--- config.mk ---
export PLATFORM = sky130hd
export DESIGN_NAME = kvcsa_start_ram
export DESIGN_NICKNAME = d
export VERILOG_FILES = /design/src/rtl/kvcsa_pkg.sv /design/src/rtl/kvcsa_start_ram.sv
export SDC_FILE = /design/constraint.sdc
export NUM_CORES = 2
export LEC_CHECK = 0
export ABC_AREA = 0
export BUFFER_PORTS_ARGS = -buffer_cell sky130_fd_sc_hd__clkbuf_2
export CAP_MARGIN = 20
export CORE_MARGIN = 8
export CORE_UTILIZATION = 25
export DETAILED_ROUTE_END_ITERATION = 12
export PLACE_DENSITY = 0.47
export SYNTH_ARGS = -nofsm -noshare
export SYNTH_HDL_FRONTEND = slang
export SYNTH_SLANG_ARGS = --single-unit
--- constraint.sdc ---
create_clock -name clock -period 4.31 [get_ports clock]
set_clock_uncertainty 0.1 [all_clocks]
set_input_delay 0.431 -clock clock [delete_from_list [all_inputs] [get_ports clock]]
set_output_delay 0.431 -clock clock [all_outputs]
set_load 0.01 [all_outputs]
--- src/rtl/kvcsa_pkg.sv ---
// ----------------------------------------------------------------------------
// kvcsa_pkg
// Shared types and constants of the kv cache scatter address generator.
// ----------------------------------------------------------------------------
package kvcsa_pkg;

   localparam int CSR_INDEX_WIDTH  = 3;
   localparam int CSR_DATA_WIDTH   = 16;
   localparam int SLOT_WIDTH       = 6;
   localparam int POS_WIDTH        = 32;
   localparam int LEN_WIDTH        = 16;
   localparam int BATCH_REG_WIDTH  = 7;
   localparam int PREFIX_REG_WIDTH = 13;
   localparam int PREFIX_CNT_WIDTH = 12;

   localparam logic [PREFIX_REG_WIDTH-1:0] MAX_PREFIX = 13'd4096;

   // register indexes
   localparam logic [CSR_INDEX_WIDTH-1:0] CSR_CIRCULAR   = 3'd0;
   localparam logic [CSR_INDEX_WIDTH-1:0] CSR_BATCH      = 3'd1;
   localparam logic [CSR_INDEX_WIDTH-1:0] CSR_PREFIX     = 3'd2;
   localparam logic [CSR_INDEX_WIDTH-1:0] CSR_CACHE_LEN  = 3'd3;
   localparam logic [CSR_INDEX_WIDTH-1:0] CSR_UPDATE_LEN = 3'd4;
   localparam logic [CSR_INDEX_WIDTH-1:0] CSR_SLICE      = 3'd5;

   typedef logic [LEN_WIDTH-1:0]        len_type;
   typedef logic signed [POS_WIDTH-1:0] pos_type;

   typedef struct packed {
      logic    start;
      pos_type position;
      len_type step;
      len_type modulus;
   } mod_req_type;

endpackage

--- src/rtl/kvcsa_start_ram.sv ---
// ----------------------------------------------------------------------------
// kvcsa_start_ram
// Per-batch write position store, one write and one registered read port.
// ----------------------------------------------------------------------------
module kvcsa_start_ram import kvcsa_pkg::*; #(
   parameter int DEPTH      = 64,
   parameter int INDEX_BITS = 6
) (
   input  logic                  clock,
   input  logic                  wr_en,
   input  logic [INDEX_BITS-1:0] wr_addr,
   input  pos_type               wr_data,
   input  logic [INDEX_BITS-1:0] rd_addr,
   output pos_type               rd_data
);

   pos_type mem [DEPTH];
   pos_type rd_data_ff;

   always_ff @(posedge clock) begin
      if (wr_en) begin
         mem[wr_addr] <= wr_data;
      end
      rd_data_ff <= mem[rd_addr];
   end

   assign rd_data = rd_data_ff;

endmodule

Word level (Yosys, flattened, before mapping)
Memory sizes are Yosys's and may differ from the RTL's. A register that Yosys moved wholly into a read port is not among the register bits.
Cells that the tools add are included.
Widths: inputs -> output; s select.
{"block": "word_totals", "regBits": 0, "ramBits": 2048, "input_bits": 46, "out_inout_bits": 32, "mem_count": 1}
{"block": "op_classes", "n_mux": 2}
{"memory": "mem", "depth": 64, "word_bits": 32, "rd": 1, "rd_ports_with_merged_regs": 1, "write_ports": 1, "line": "kvcsa_start_ram.sv:17", "text": "pos_type mem [DEPTH];"}
{"cell": "$mux 1", "count": 2}

Logic depth before layout (Yosys ltp)
{"block": "depth", "ltp_word": 2, "mapped_depth": 10, "depth_no_buf": 5}

Least setup slack after synthesis
No wires, ideal clock.
{"block": "synth_path", "path_kind": "input port to flip-flop", "startpoint": "input port wr_addr[3]", "endpoint": "memory mem[48][0] (netlist bit), enable pin", "arrival_time_ns": 3.130, "slack_ns": 0.619, "stages": 4, "n_path_buf": 1, "cell_sequence": "clkbuf_1 -> nor2b_1 -> nand4b_1 -> nor3_1"}
{"item": "start, declared", "line": "kvcsa_start_ram.sv:11", "text": "input logic [INDEX_BITS-1:0] wr_addr,"}
{"item": "end, declared", "line": "kvcsa_start_ram.sv:17"}
No word-level cell before the write port.

==> results.md <==
- Register area share after synthesis: 79.1%
- Reg clk slew, reported paths: 60 ps
- Placer Congestion: 0.725
- FMAX: 0.332 GHz
- Initial Util: 25.2%
- CTS tree: done
- Syn-to-layout area delta: 18.2%
- Fin. max-slew vios: 0
- RSZ-0062 raised after global routing: no
- Slew margin rel.: roughly 30%
- LEAKAGE: 28.3 nW
- Top cells by area, synth: edfxtp_1 78%, mux4_2 16%, mux2i_1 1.2%
- Core area: roughly 0.31 mm2
- Synth cell types: 34
- Synth Cell Area: 0.0785 mm2
- CTS Root Cell: clkbuf_16
- Number of synthesized flops with an enable pin: 2048
- Startpoint types: input port
- Buffers added on ports: 77
- Setup_tns: 0 ps
- Row count: between 200 and 250
- Final worst path period share: between 60% and 70%
- Total GRT Usage: 13.4%
- Main flop type after synthesis: edfxtp_1
- Synthesized instance count: around 3300
- CTS sink count: 2080
- Synth area leader: edfxtp_1
- Pwr dens: 460 mW/mm2
- I/O pins: 78
- Die area: approximately 0.33 mm2
- GR Overflow Total: 0
- Final Hold Viols: 0
- Synth top area share: 78.3%
- Final setup violation count: 0
- Tmin final: roughly 3000 ps
- Routed wire length: 228000 um
- DRC viols: 0
- Via count: 36873
- First-pass GRT wire length: 316000 um
- Largest net degree at the start of global routing: 69
- Fraction of layout cells with a size suffix above 1: 31.6%
- WP data arrival: 3540 ps
- Die width: slightly below 600 um
- Number of global-route vias before repair: 38756
- Critical path type: in2reg
- Avg Cell Area, Syn: 23.6 um2
- Clock Latency Late Sink: around 840 ps
- Flip-flop and latch count after synthesis: ~2100
- Syn nets: 3370
- Yosys warns: 0
- Run status: finished, final reports clean
- Critical Path RT: 4840 ps
- Async SR Flop Fraction: 0%
- Max IR drop VDD: 0.410 mV
- Avg WL per Cell: 28.5 um
- Routed Antenna Nets: 0
- Initial antenna violation count: 14
- DR pass1 iterations: 5
- Most frequent cells after synthesis: 2048 x edfxtp_1, 544 x mux4_2, 137 x nor2_1, 93 x mux2i_1, 84 x o22ai_1
- CTS max path bufs: 3
- Max-cap violations: 0
- Critical path capture point type: flip-flop
- Die Y: 576 um
- CTS H-tree lvls: 4
- Nets@finish: about 3700
- Hold_ws: 74.4 ps
- Worst-path maximum fanout: 42
- CTS Buf Count: 214
- Hpwl dp: 129000 um
- Starting DRT DRC Count: 3633
- Slew at the pin closest to its max-slew limit: 1050 ps
- Hold Path Class: in2reg
- Vias/cell: 4.62
- Most common cell in the synthesized netlist: edfxtp_1
==> cell families (layout without fill, tap and decap cells) <==
kind of cell           Yosys count  in the layout  synth area share [%]
DFF                           2080           2080                  79.1
muxes                          637            637                  16.8
and+or+nand+nor                223            223                  1.27
AOI/OAI and AO/OA              202            202                  1.67
buffers and inverters          182            696                  1.13
other                            0              3                     0
==> layout make-up <==
type                       count  area, um2
tap                         4140       5180
fill                       30026     219000
clock inverter               115       1090
multi-input combinational   1062      16000
clock buffer                 274       5720
antenna                        3       7.51
timing repair buffer         307       2680
sequential                  2080      62100
==> routing by layer <==
layer | global-route usage (%) | vias up | wire length [um]
li1 | - | 14997 | -
met3 | 2.10 | 286 | 10900
met4 | 2.98 | 10 | 4710
met5 | 0 | - | 61
met2 | 22.2 | 976 | 110000
met1 | 18.6 | 20604 | 102000
==> what timing repair did <==
item                      CTS  global route
buffers inserted            0             0
hold buffers                2             1
gates resized for setup     0             0
hold endpoints to repair   26            14
==> critical path: stages <==
cell      delay [ps]
buf_8            480
buf_12           340
buf_12           350
mux4_2           580
o221ai_1         190
a21oi_1          120
a21oi_1          710
nor2_1           210
==> final timing paths <==
| path | from | end | slack (ps) | depth (start not counted) |
|---|---|---|---|---|
| worst max-delay path | rd_addr[0] | rd_data[23] | 1300 | 8 |
| worst min-delay path | wr_data[26] | mem[12][26] | 70 | 1 |
| worst max register to register | mem[7][30] | rd_data[30] | 1800 | 4 |
| worst min register to register | mem[28][4] | rd_data[4] | 640 | 4 |
==> flip-flops by register name (all words and copies together), names as in the netlist <==
name	count
mem	2048
rd_data	32
==> power breakdown <==
group | switching [W] | leakage [nW] | internal [W]
Sequential | 0.0000991 | 18.7 | 0.0224
Combinational | 0.00135 | 6.32 | 0.000805
Clock | 0.00777 | 3.32 | 0.0103
Total | 0.00921 | 28.3 | 0.0335
==> layout by cell type, fill, tap and decap left out, types with 4 or more instances in the layout <==
cell type / count
clkinv_1: 49
nor2b_1: 15
mux2i_1: 93
nand3b_1: 5
clkbuf_1: 47
o32ai_1: 4
clkinvlp_4: 4
nor2_4: 62
mux4_2: 544
clkbuf_8: 12
clkinv_2: 30
a41o_1: 4
o221ai_1: 27
edfxtp_1: 2048
bufinv_16: 16
clkbuf_2: 73
clkinv_8: 5
buf_4: 185
nand2b_1: 7
clkbuf_16: 215
inv_6: 6
nor2_1: 75
dfxtp_1: 32
a22oi_1: 12
a311oi_1: 8
a21oi_1: 62
o22ai_1: 84
nand2_1: 25
and3_1: 4
nand3_1: 5
nor3_1: 5
buf_12: 42
==> metrics by stage <==
step / total power (W) / cell area [um2] / setup WS [ps] / util, % / std cells
after floorplan: 0.0240 / 78500 / 619 / - / 3324
after global placement: 0.0251 / 85900 / 321 / 27.5 / 7584
after detailed placement: 0.0251 / 85900 / 352 / 27.5 / 7584
after CTS: 0.0432 / 92700 / 1250 / 29.7 / 7975
after global routing: 0.0440 / 92800 / 1260 / 29.7 / 7979
final: 0.0427 / 92800 / 1300 / 29.7 / 7981
Power figures use the tool's default switching activity.
