**src/rtl/kvcsa_pkg.sv**
```systemverilog
// ----------------------------------------------------------------------------
// kvcsa_pkg
// Shared types and constants of the kv cache scatter address generator.
// ----------------------------------------------------------------------------
package kvcsa_pkg;

   localparam int CSR_INDEX_WIDTH  = 3;
   localparam int CSR_DATA_WIDTH   = 16;
   localparam int SLOT_WIDTH       = 6;
   localparam int POS_WIDTH        = 32;
   localparam int LEN_WIDTH        = 16;
   localparam int BATCH_REG_WIDTH  = 7;
   localparam int PREFIX_REG_WIDTH = 13;
   localparam int PREFIX_CNT_WIDTH = 12;

   localparam logic [PREFIX_REG_WIDTH-1:0] MAX_PREFIX = 13'd4096;

   // register indexes
   localparam logic [CSR_INDEX_WIDTH-1:0] CSR_CIRCULAR   = 3'd0;
   localparam logic [CSR_INDEX_WIDTH-1:0] CSR_BATCH      = 3'd1;
   localparam logic [CSR_INDEX_WIDTH-1:0] CSR_PREFIX     = 3'd2;
   localparam logic [CSR_INDEX_WIDTH-1:0] CSR_CACHE_LEN  = 3'd3;
   localparam logic [CSR_INDEX_WIDTH-1:0] CSR_UPDATE_LEN = 3'd4;
   localparam logic [CSR_INDEX_WIDTH-1:0] CSR_SLICE      = 3'd5;

   typedef logic [LEN_WIDTH-1:0]        len_type;
   typedef logic signed [POS_WIDTH-1:0] pos_type;

   typedef struct packed {
      logic    start;
      pos_type position;
      len_type step;
      len_type modulus;
   } mod_req_type;

endpackage

```
**src/rtl/kvcsa_mod_unit.sv**
```systemverilog
// ----------------------------------------------------------------------------
// kvcsa_mod_unit
// Bit-serial reduction of a signed sequence index into 0..modulus-1.
// ----------------------------------------------------------------------------
module kvcsa_mod_unit import kvcsa_pkg::*; (
   input  logic        clock,
   input  logic        reset,
   input  mod_req_type req,
   output logic        done,
   output len_type     result
);

   localparam int MAG_WIDTH = POS_WIDTH;
   localparam int CW        = $clog2(MAG_WIDTH);

   logic                 busy_ff, busy_in;
   logic                 done_ff, done_in;
   logic [CW-1:0]        cnt_ff, cnt_in;
   len_type              rem_ff, rem_in;
   logic [MAG_WIDTH-1:0] dv_ff, dv_in;
   logic                 neg_ff, neg_in;
   len_type              modulus_ff, modulus_in;

   logic [POS_WIDTH:0]   sum;
   logic [POS_WIDTH:0]   mag;
   logic [LEN_WIDTH:0]   trial;

   always_comb begin
      sum        = {req.position[POS_WIDTH-1], req.position}
                 + {{(POS_WIDTH+1-LEN_WIDTH){1'b0}}, req.step};
      mag        = sum[POS_WIDTH] ? (~sum + 1'b1) : sum;
      trial      = {rem_ff, dv_ff[MAG_WIDTH-1]};
      busy_in    = busy_ff;
      done_in    = 1'b0;
      cnt_in     = cnt_ff;
      rem_in     = rem_ff;
      dv_in      = dv_ff;
      neg_in     = neg_ff;
      modulus_in = modulus_ff;
      if (req.start) begin
         busy_in    = 1'b1;
         cnt_in     = '0;
         rem_in     = '0;
         dv_in      = mag[MAG_WIDTH-1:0];
         neg_in     = sum[POS_WIDTH];
         modulus_in = req.modulus;
      end else if (busy_ff) begin
         // restoring step, remainder never exceeds the modulus
         if (trial >= {1'b0, modulus_ff}) begin
            rem_in = LEN_WIDTH'(trial - {1'b0, modulus_ff});
         end else begin
            rem_in = trial[LEN_WIDTH-1:0];
         end
         dv_in  = {dv_ff[MAG_WIDTH-2:0], 1'b0};
         cnt_in = cnt_ff + 1'b1;
         if (cnt_ff == CW'(MAG_WIDTH-1)) begin
            busy_in = 1'b0;
            done_in = 1'b1;
         end
      end
   end

   always_ff @(posedge clock) begin
      if (reset) begin
         busy_ff <= 1'b0;
         done_ff <= 1'b0;
         cnt_ff  <= '0;
      end else begin
         busy_ff <= busy_in;
         done_ff <= done_in;
         cnt_ff  <= cnt_in;
      end
      rem_ff     <= rem_in;
      dv_ff      <= dv_in;
      neg_ff     <= neg_in;
      modulus_ff <= modulus_in;
   end

   // negative values fold back from the top
   assign done   = done_ff;
   assign result = (neg_ff && (rem_ff != '0)) ? (modulus_ff - rem_ff) : rem_ff;

endmodule

```
**config.mk**
```make
export PLATFORM = sky130hd
export DESIGN_NAME = kvcsa_mod_unit
export DESIGN_NICKNAME = d
export VERILOG_FILES = /design/src/rtl/kvcsa_pkg.sv /design/src/rtl/kvcsa_mod_unit.sv
export SDC_FILE = /design/constraint.sdc
export NUM_CORES = 1
export LEC_CHECK = 0
export BUFFER_PORTS_ARGS = -buffer_cell sky130_fd_sc_hd__buf_2
export CAP_MARGIN = 40
export CORE_UTILIZATION = 55
export CTS_CLUSTER_DIAMETER = 40
export DETAILED_ROUTE_END_ITERATION = 6
export PLACE_DENSITY = 0.78
export SYNTH_ARGS = -nofsm -noshare
export SYNTH_HDL_FRONTEND = slang
export SYNTH_SLANG_ARGS = --single-unit
```
**constraint.sdc**
```tcl
create_clock -name clock -period 5.1 [get_ports clock]
set_input_delay 1.02 -clock clock [delete_from_list [all_inputs] [get_ports clock]]
set_output_delay 1.02 -clock clock [all_outputs]
set_load 0.01 [all_outputs]
```
### Yosys cells after proc, flatten, opt, wreduce, memory -nomap -nowiden

Cells that the tools add are included.

* $add $sub $neg: 5
* multiply operators: 0
* div/mod/pow operators: 0
* order comparisons: 1
* eq/ne operators: 1
* shift-type cells: 0
* mux-type cells: 9
* bitwise gates (word level): 2
* reduce and logical (&&, ||, !) cells: 5

Operators with widths (number)
* two-way mux 32 bit: 3
* adder 32 x 17 -> 33 bit: 1
* adder 32 x 1 -> 32 bit (second input constant): 1
* two-way mux 16 bit: 2
* NOT 32 bit: 1
* subtractor 16 bit: 2
* >= comparator 17 x 16 -> 1 bit: 1
* nonzero test 16 bit: 1
* adder 5 x 1 -> 5 bit (second input constant): 1
* equality test 5 bit (second input constant): 1
* two-way mux 1 bit: 4
* OR reduction 3 bit: 1
* nonzero test 2 bit: 1
* OR reduction 2 bit: 1
* logical AND 1 bit: 1
* NOT 1 bit: 1

* register bits: 72
* bits in latches: 0
* RAM bits: 0
* ROM bits: 0
* memories kept: 0

### Longest topological paths before layout

* word-level depth: 5
* gate-level depth with buffers: 16
* depth with buffers taken out: 14

### Worst setup path before layout

No wires, ideal clock.

* kind: in2reg
* from: input req[16] (netlist name)
* to: register dv_ff[30] (data pin)
* arrival: 4348 ps
* data required time: 4938 ps
* setup slack: 590 ps
* stages on the path: 15
* cells stage by stage: ha_1 > inv_1 > fa_1 > nand2b_1 > a21o_1 > a21oi_1 > o21ai_1 > a31oi_1 > xor2_1 > or4_1 > buf_12 > or3b_1 > buf_2 > or4b_1 > o2111ai_1

* word-level cells in the longest chain between the ends: 5

RTL lines
* start: declaration: line kvcsa_mod_unit.sv:8 `input mod_req_type req,`
* adder 32 x 17 -> 33 bit *: line kvcsa_mod_unit.sv:30 `+ {{(POS_WIDTH+1-LEN_WIDTH){1'b0}}, req.step};`
* NOT 32 bit: line kvcsa_mod_unit.sv:31 `mag = sum[POS_WIDTH] ? (~sum + 1'b1) : sum;`
* adder 32 x 1 -> 32 bit: line kvcsa_mod_unit.sv:31
* two-way mux 32 bit *: line kvcsa_mod_unit.sv:31
* two-way mux 32 bit *: line kvcsa_mod_unit.sv:40 `if (req.start) begin`
* net dv_in[30]: line kvcsa_mod_unit.sv:20 `logic [MAG_WIDTH-1:0] dv_ff, dv_in;`
* end signal: assignment: line kvcsa_mod_unit.sv:74 `dv_ff <= dv_in;`
* end: declaration: line kvcsa_mod_unit.sv:20

The timed path passes the listed nets; every way through them passes the cells marked *.
A chain may end at the register's enable or synchronous reset.

### Worst setup path after layout

* from: register modulus_ff[0]
* to: output result[14]

* word-level cells in the longest chain between the ends: 2

RTL lines
* start: declaration: line kvcsa_mod_unit.sv:22 `len_type modulus_ff, modulus_in;`
* start signal: assignment: line kvcsa_mod_unit.sv:76 `modulus_ff <= modulus_in;`
* subtractor 16 bit: line kvcsa_mod_unit.sv:81 `assign result = (neg_ff && (rem_ff != '0)) ? (modulus_ff - rem_ff) : rem_ff;`
* two-way mux 16 bit: line kvcsa_mod_unit.sv:81
* end: declaration: line kvcsa_mod_unit.sv:10 `output len_type result`

Every way passes these cells.

==> impl_metrics.ini <==
[yosys]
ys_warn_count = 0
ffs_w_async_s_r_synth_pct = 0
synth_cells = 786
syn-num-nets = 906
synth_largest_area_cell = sky130_fd_sc_hd__edfxtp_1
synth.lib_cells_used.distinct = 69
synth.top_cells.by_area = sky130_fd_sc_hd__edfxtp_1 (22%), sky130_fd_sc_hd__ha_1 (9.5%), sky130_fd_sc_hd__dfxtp_1 (7.0%), sky130_fd_sc_hd__xor2_1 (5.1%), sky130_fd_sc_hd__a21oi_1 (4.3%)
synth-main-ff-cell = sky130_fd_sc_hd__edfxtp_1
synth.cell_area_mm2 = 0.00657
post-synth-top-area-fraction_pct = 22.4
syn_area_per_cell_um2 = 8.36
synth_sequential_area_ratio_pct = 29.4
ys_seq_elements = 72
number_of_enable_flip_flop_cells_after_synthesis = 49

[critical_path]
critical_path.top_delay_family = compound AO/OA/AOI/OAI gates
crit_start = modulus_ff[0]
rr_worst_depth = 13
critical_path_class = register to primary output
timing.rr.start = modulus_ff[1]
reg2reg_slack_ns = 1.49
crit_chain = inv_1 -> ha_1 -> fa_1 -> nor2b_1 -> o21ai_0 -> a21oi_1 -> o21a_1 -> o21ai_0 -> a21oi_1 -> o211ai_1 -> a311o_1 -> and3_1 -> o31ai_1 -> buf_2
critical_path.max_fanout = 3
worstReg2RegEnd = rem_ff[10]
crit_slowest_cell = sky130_fd_sc_hd__fa_1
crit_path_start_kind = register
critical_path_arrival_ns = 3.76
crit_path_end = result[14]
critical_path_required_ns = 4.08
critical_path.max_stage_delay_ns = 0.42
critical_path.endpoint_type = primary output
critical_path_depth = 14
worst-path-buf-inv = 2

[sta]
maxSlewHeadroom_pct = 42.6
tightestPinTransition_ns = 0.862
final-setup-viol-count = 0
clock-skew-final_ns = 0.00503
setup_tns_ns = 0
min_period_ns = 4.78
maxClockFrequency_mhz = 209
post-route-worst-setup-slack_ns = 0.323
final.hold.worst_slack_ns = 0.540
final_min_period_over_clock_period_pct = 93.7
rsz_0062_raised_after_global_routing = no
timing_hold_violations_final = 0
max_slew_vio_count = 0

[grt]
first_global_vias = 5960
grt_pass1_wl_mm = 27.5
pin_count_of_the_biggest_net_entering_global_routing = 80
globalRoute.totalOverflow = 0
track_usage_pct = 26.9
antenna_violations_before_repair = 0

[die]
floorplan.initialDensity_pct = 57.1
i_o_pin_total = 84
fp.dieW_um = 111
design.die.area_mm2 = 0.0124
core_footprint_mm2 = 0.0115
rows = 39
die_h_um = 111

[placement]
place.port_buffers = 83
globalplace.congestion = 0.891
placed_cells = 992
dp_worst_setup_slack_ns = 0.156
detailed_place.area_mm2 = 0.00711
hpwl_mm = 12.3

[pwr]
p_per_area_mw_per_mm2 = 293
power_mw = 2.18
maximum_ir_drop_on_the_vdd_rail_mv = 0.307
power.leakage_nw = 3.15

[clock_tree]
cts_sinks = 72
post-cts-setup-buffers = 0
tritoncts_clock_tree = done
cts_made_buffers = 9
holdBufCountCts = 0
h_tree_depth = 3
postCtsResizedCells = 0
later_pin_clock_latency_in_the_skew_report_ns = 0.34
cts_max_path_buffers = 2
worst_setup_hold_path_clk_slew_ns = 0.06
root_buffer = sky130_fd_sc_hd__clkbuf_16

[layout]
post-route-cell-area_mm2 = 0.00744
num-nets-final = 980
insertedDiodeCount = 0
final_util_pct = 64.6
post_route_cells_drive_above_1_share_pct = 15.6
layout.cells.non_filler = 1008
synth_to_final_area_change_pct = 13.2
fill_cells = 1000

[routing]
route.detailed.wl_per_inst_um = 16.0
dr_total_vias = 6157
routed_wl_mm = 16.1
routed_via_density = 6.11
detail_route.drc_violations = 9
dr.pass1.iters = 7
drt.antenna.violating_nets = 0
starting_drt_drc_count = 550

[run_status]
outcome = finished with violations
failing_checks = design-rule violations

[min_path]
timing.hold.worst_path_depth = 1
min-delay-path-class = register to register

[job]
cap_violations = 0
-- cells in the mapped netlist, drive strengths merged, types with 20 or more instances --
cell and n:
nor2 67, nand2 62, a21oi 59, inv 56, ha 50, edfxtp 49
o21ai 44, xor2 38, xnor2 27, nand3 25, dfxtp 23, nor3 22
clkbuf 20
-- metal layers --
layer / share of wire (%) / wire length [um] / GRT usage [%] / vias to the layer above
met3: 5.7 / 914 / 5.47 / 16
met4: 0.85 / 137 / 5.59 / 0
met5: 0 / 0 / 0 / -
met2: 49 / 7840 / 45.8 / 177
met1: 45 / 7250 / 35.4 / 2914
li1: - / - / - / 3050
-- cell usage in the layout, fill, tap and decap left out, types with 6 or more instances in the layout --
| master | instances |
|---|---|
| sky130_fd_sc_hd__buf_2 | 83 |
| sky130_fd_sc_hd__nor2_1 | 67 |
| sky130_fd_sc_hd__nand2_1 | 62 |
| sky130_fd_sc_hd__a21oi_1 | 57 |
| sky130_fd_sc_hd__inv_1 | 56 |
| sky130_fd_sc_hd__ha_1 | 50 |
| sky130_fd_sc_hd__edfxtp_1 | 49 |
| sky130_fd_sc_hd__o21ai_0 | 39 |
| sky130_fd_sc_hd__xor2_1 | 38 |
| sky130_fd_sc_hd__xnor2_1 | 27 |
| sky130_fd_sc_hd__nand3_1 | 25 |
| sky130_fd_sc_hd__dfxtp_1 | 23 |
| sky130_fd_sc_hd__nor3_1 | 22 |
| sky130_fd_sc_hd__a21o_1 | 16 |
| sky130_fd_sc_hd__mux2i_1 | 16 |
| sky130_fd_sc_hd__and3_1 | 15 |
| sky130_fd_sc_hd__a211oi_1 | 15 |
| sky130_fd_sc_hd__nand4_1 | 14 |
| sky130_fd_sc_hd__o211ai_1 | 13 |
| sky130_fd_sc_hd__o31ai_1 | 12 |
| sky130_fd_sc_hd__and2_1 | 10 |
| sky130_fd_sc_hd__o21a_1 | 10 |
| sky130_fd_sc_hd__mux2_2 | 10 |
| sky130_fd_sc_hd__clkbuf_16 | 9 |
| sky130_fd_sc_hd__nand2b_1 | 7 |
| sky130_fd_sc_hd__or2_2 | 7 |
| sky130_fd_sc_hd__a31oi_1 | 7 |
| sky130_fd_sc_hd__or3_1 | 7 |
| sky130_fd_sc_hd__o22ai_1 | 7 |
| sky130_fd_sc_hd__nor2b_1 | 6 |
| sky130_fd_sc_hd__or4_1 | 6 |
| sky130_fd_sc_hd__nor4_1 | 6 |
| sky130_fd_sc_hd__buf_4 | 6 |
-- state kept, by name, summed over array words and instances (netlist names) --
register    count
cnt_ff          5
busy_ff         1
modulus_ff     16
rem_ff         16
done            1
dv_ff          32
neg_ff          1
-- cell type report --
type / instances / area [um^2] / share of cell area, %
Sequential cell: 72 / 1930 / 26.0
Timing Repair Buffer: 90 / 475 / 6.39
Clock buffer: 9 / 225 / 3.03
Inverter: 56 / 210 / 2.83
Clock inverter: 7 / 103 / 1.38
Multi-Input combinational cell: 631 / 4310 / 58.0
Tap cell: 143 / 179 / 2.41
-- logic make-up after synthesis --
kind of cell	count (synthesis)	share of synthesized area (%)
AO/OA/AOI/OAI	217	21.5
AND/OR/NAND/NOR	270	20.8
buffers and inverters	83	5.08
adder cells (fa/ha/maj)	53	10.4
XOR/XNOR	65	8.66
multiplexers	26	4.15
flip-flops	72	29.4
-- where the power goes --
| group | internal, mW | leakage [nW] | switching, mW | total (mW) |
|---|---|---|---|---|
| Clock | 0.433 | 0.157 | 0.255 | 0.688 |
| Sequential | 0.700 | 0.676 | 0.0400 | 0.740 |
| Combinational | 0.312 | 2.32 | 0.438 | 0.751 |
| Total | 1.45 | 3.15 | 0.734 | 2.18 |
-- worst min path at each step --
stage	from	slack (ns)	end
finish	dv_ff[23]	0.54	dv_ff[24]
global route	dv_ff[23]	0.56	dv_ff[24]
global placement	rem_ff[15]	0.51	rem_ff[15]
detailed placement	dv_ff[20]	0.52	dv_ff[21]
CTS	rem_ff[15]	0.54	rem_ff[15]
floorplan	rem_ff[15]	0.47	rem_ff[15]
No activity file was read; power rests on OpenSTA's default activity.
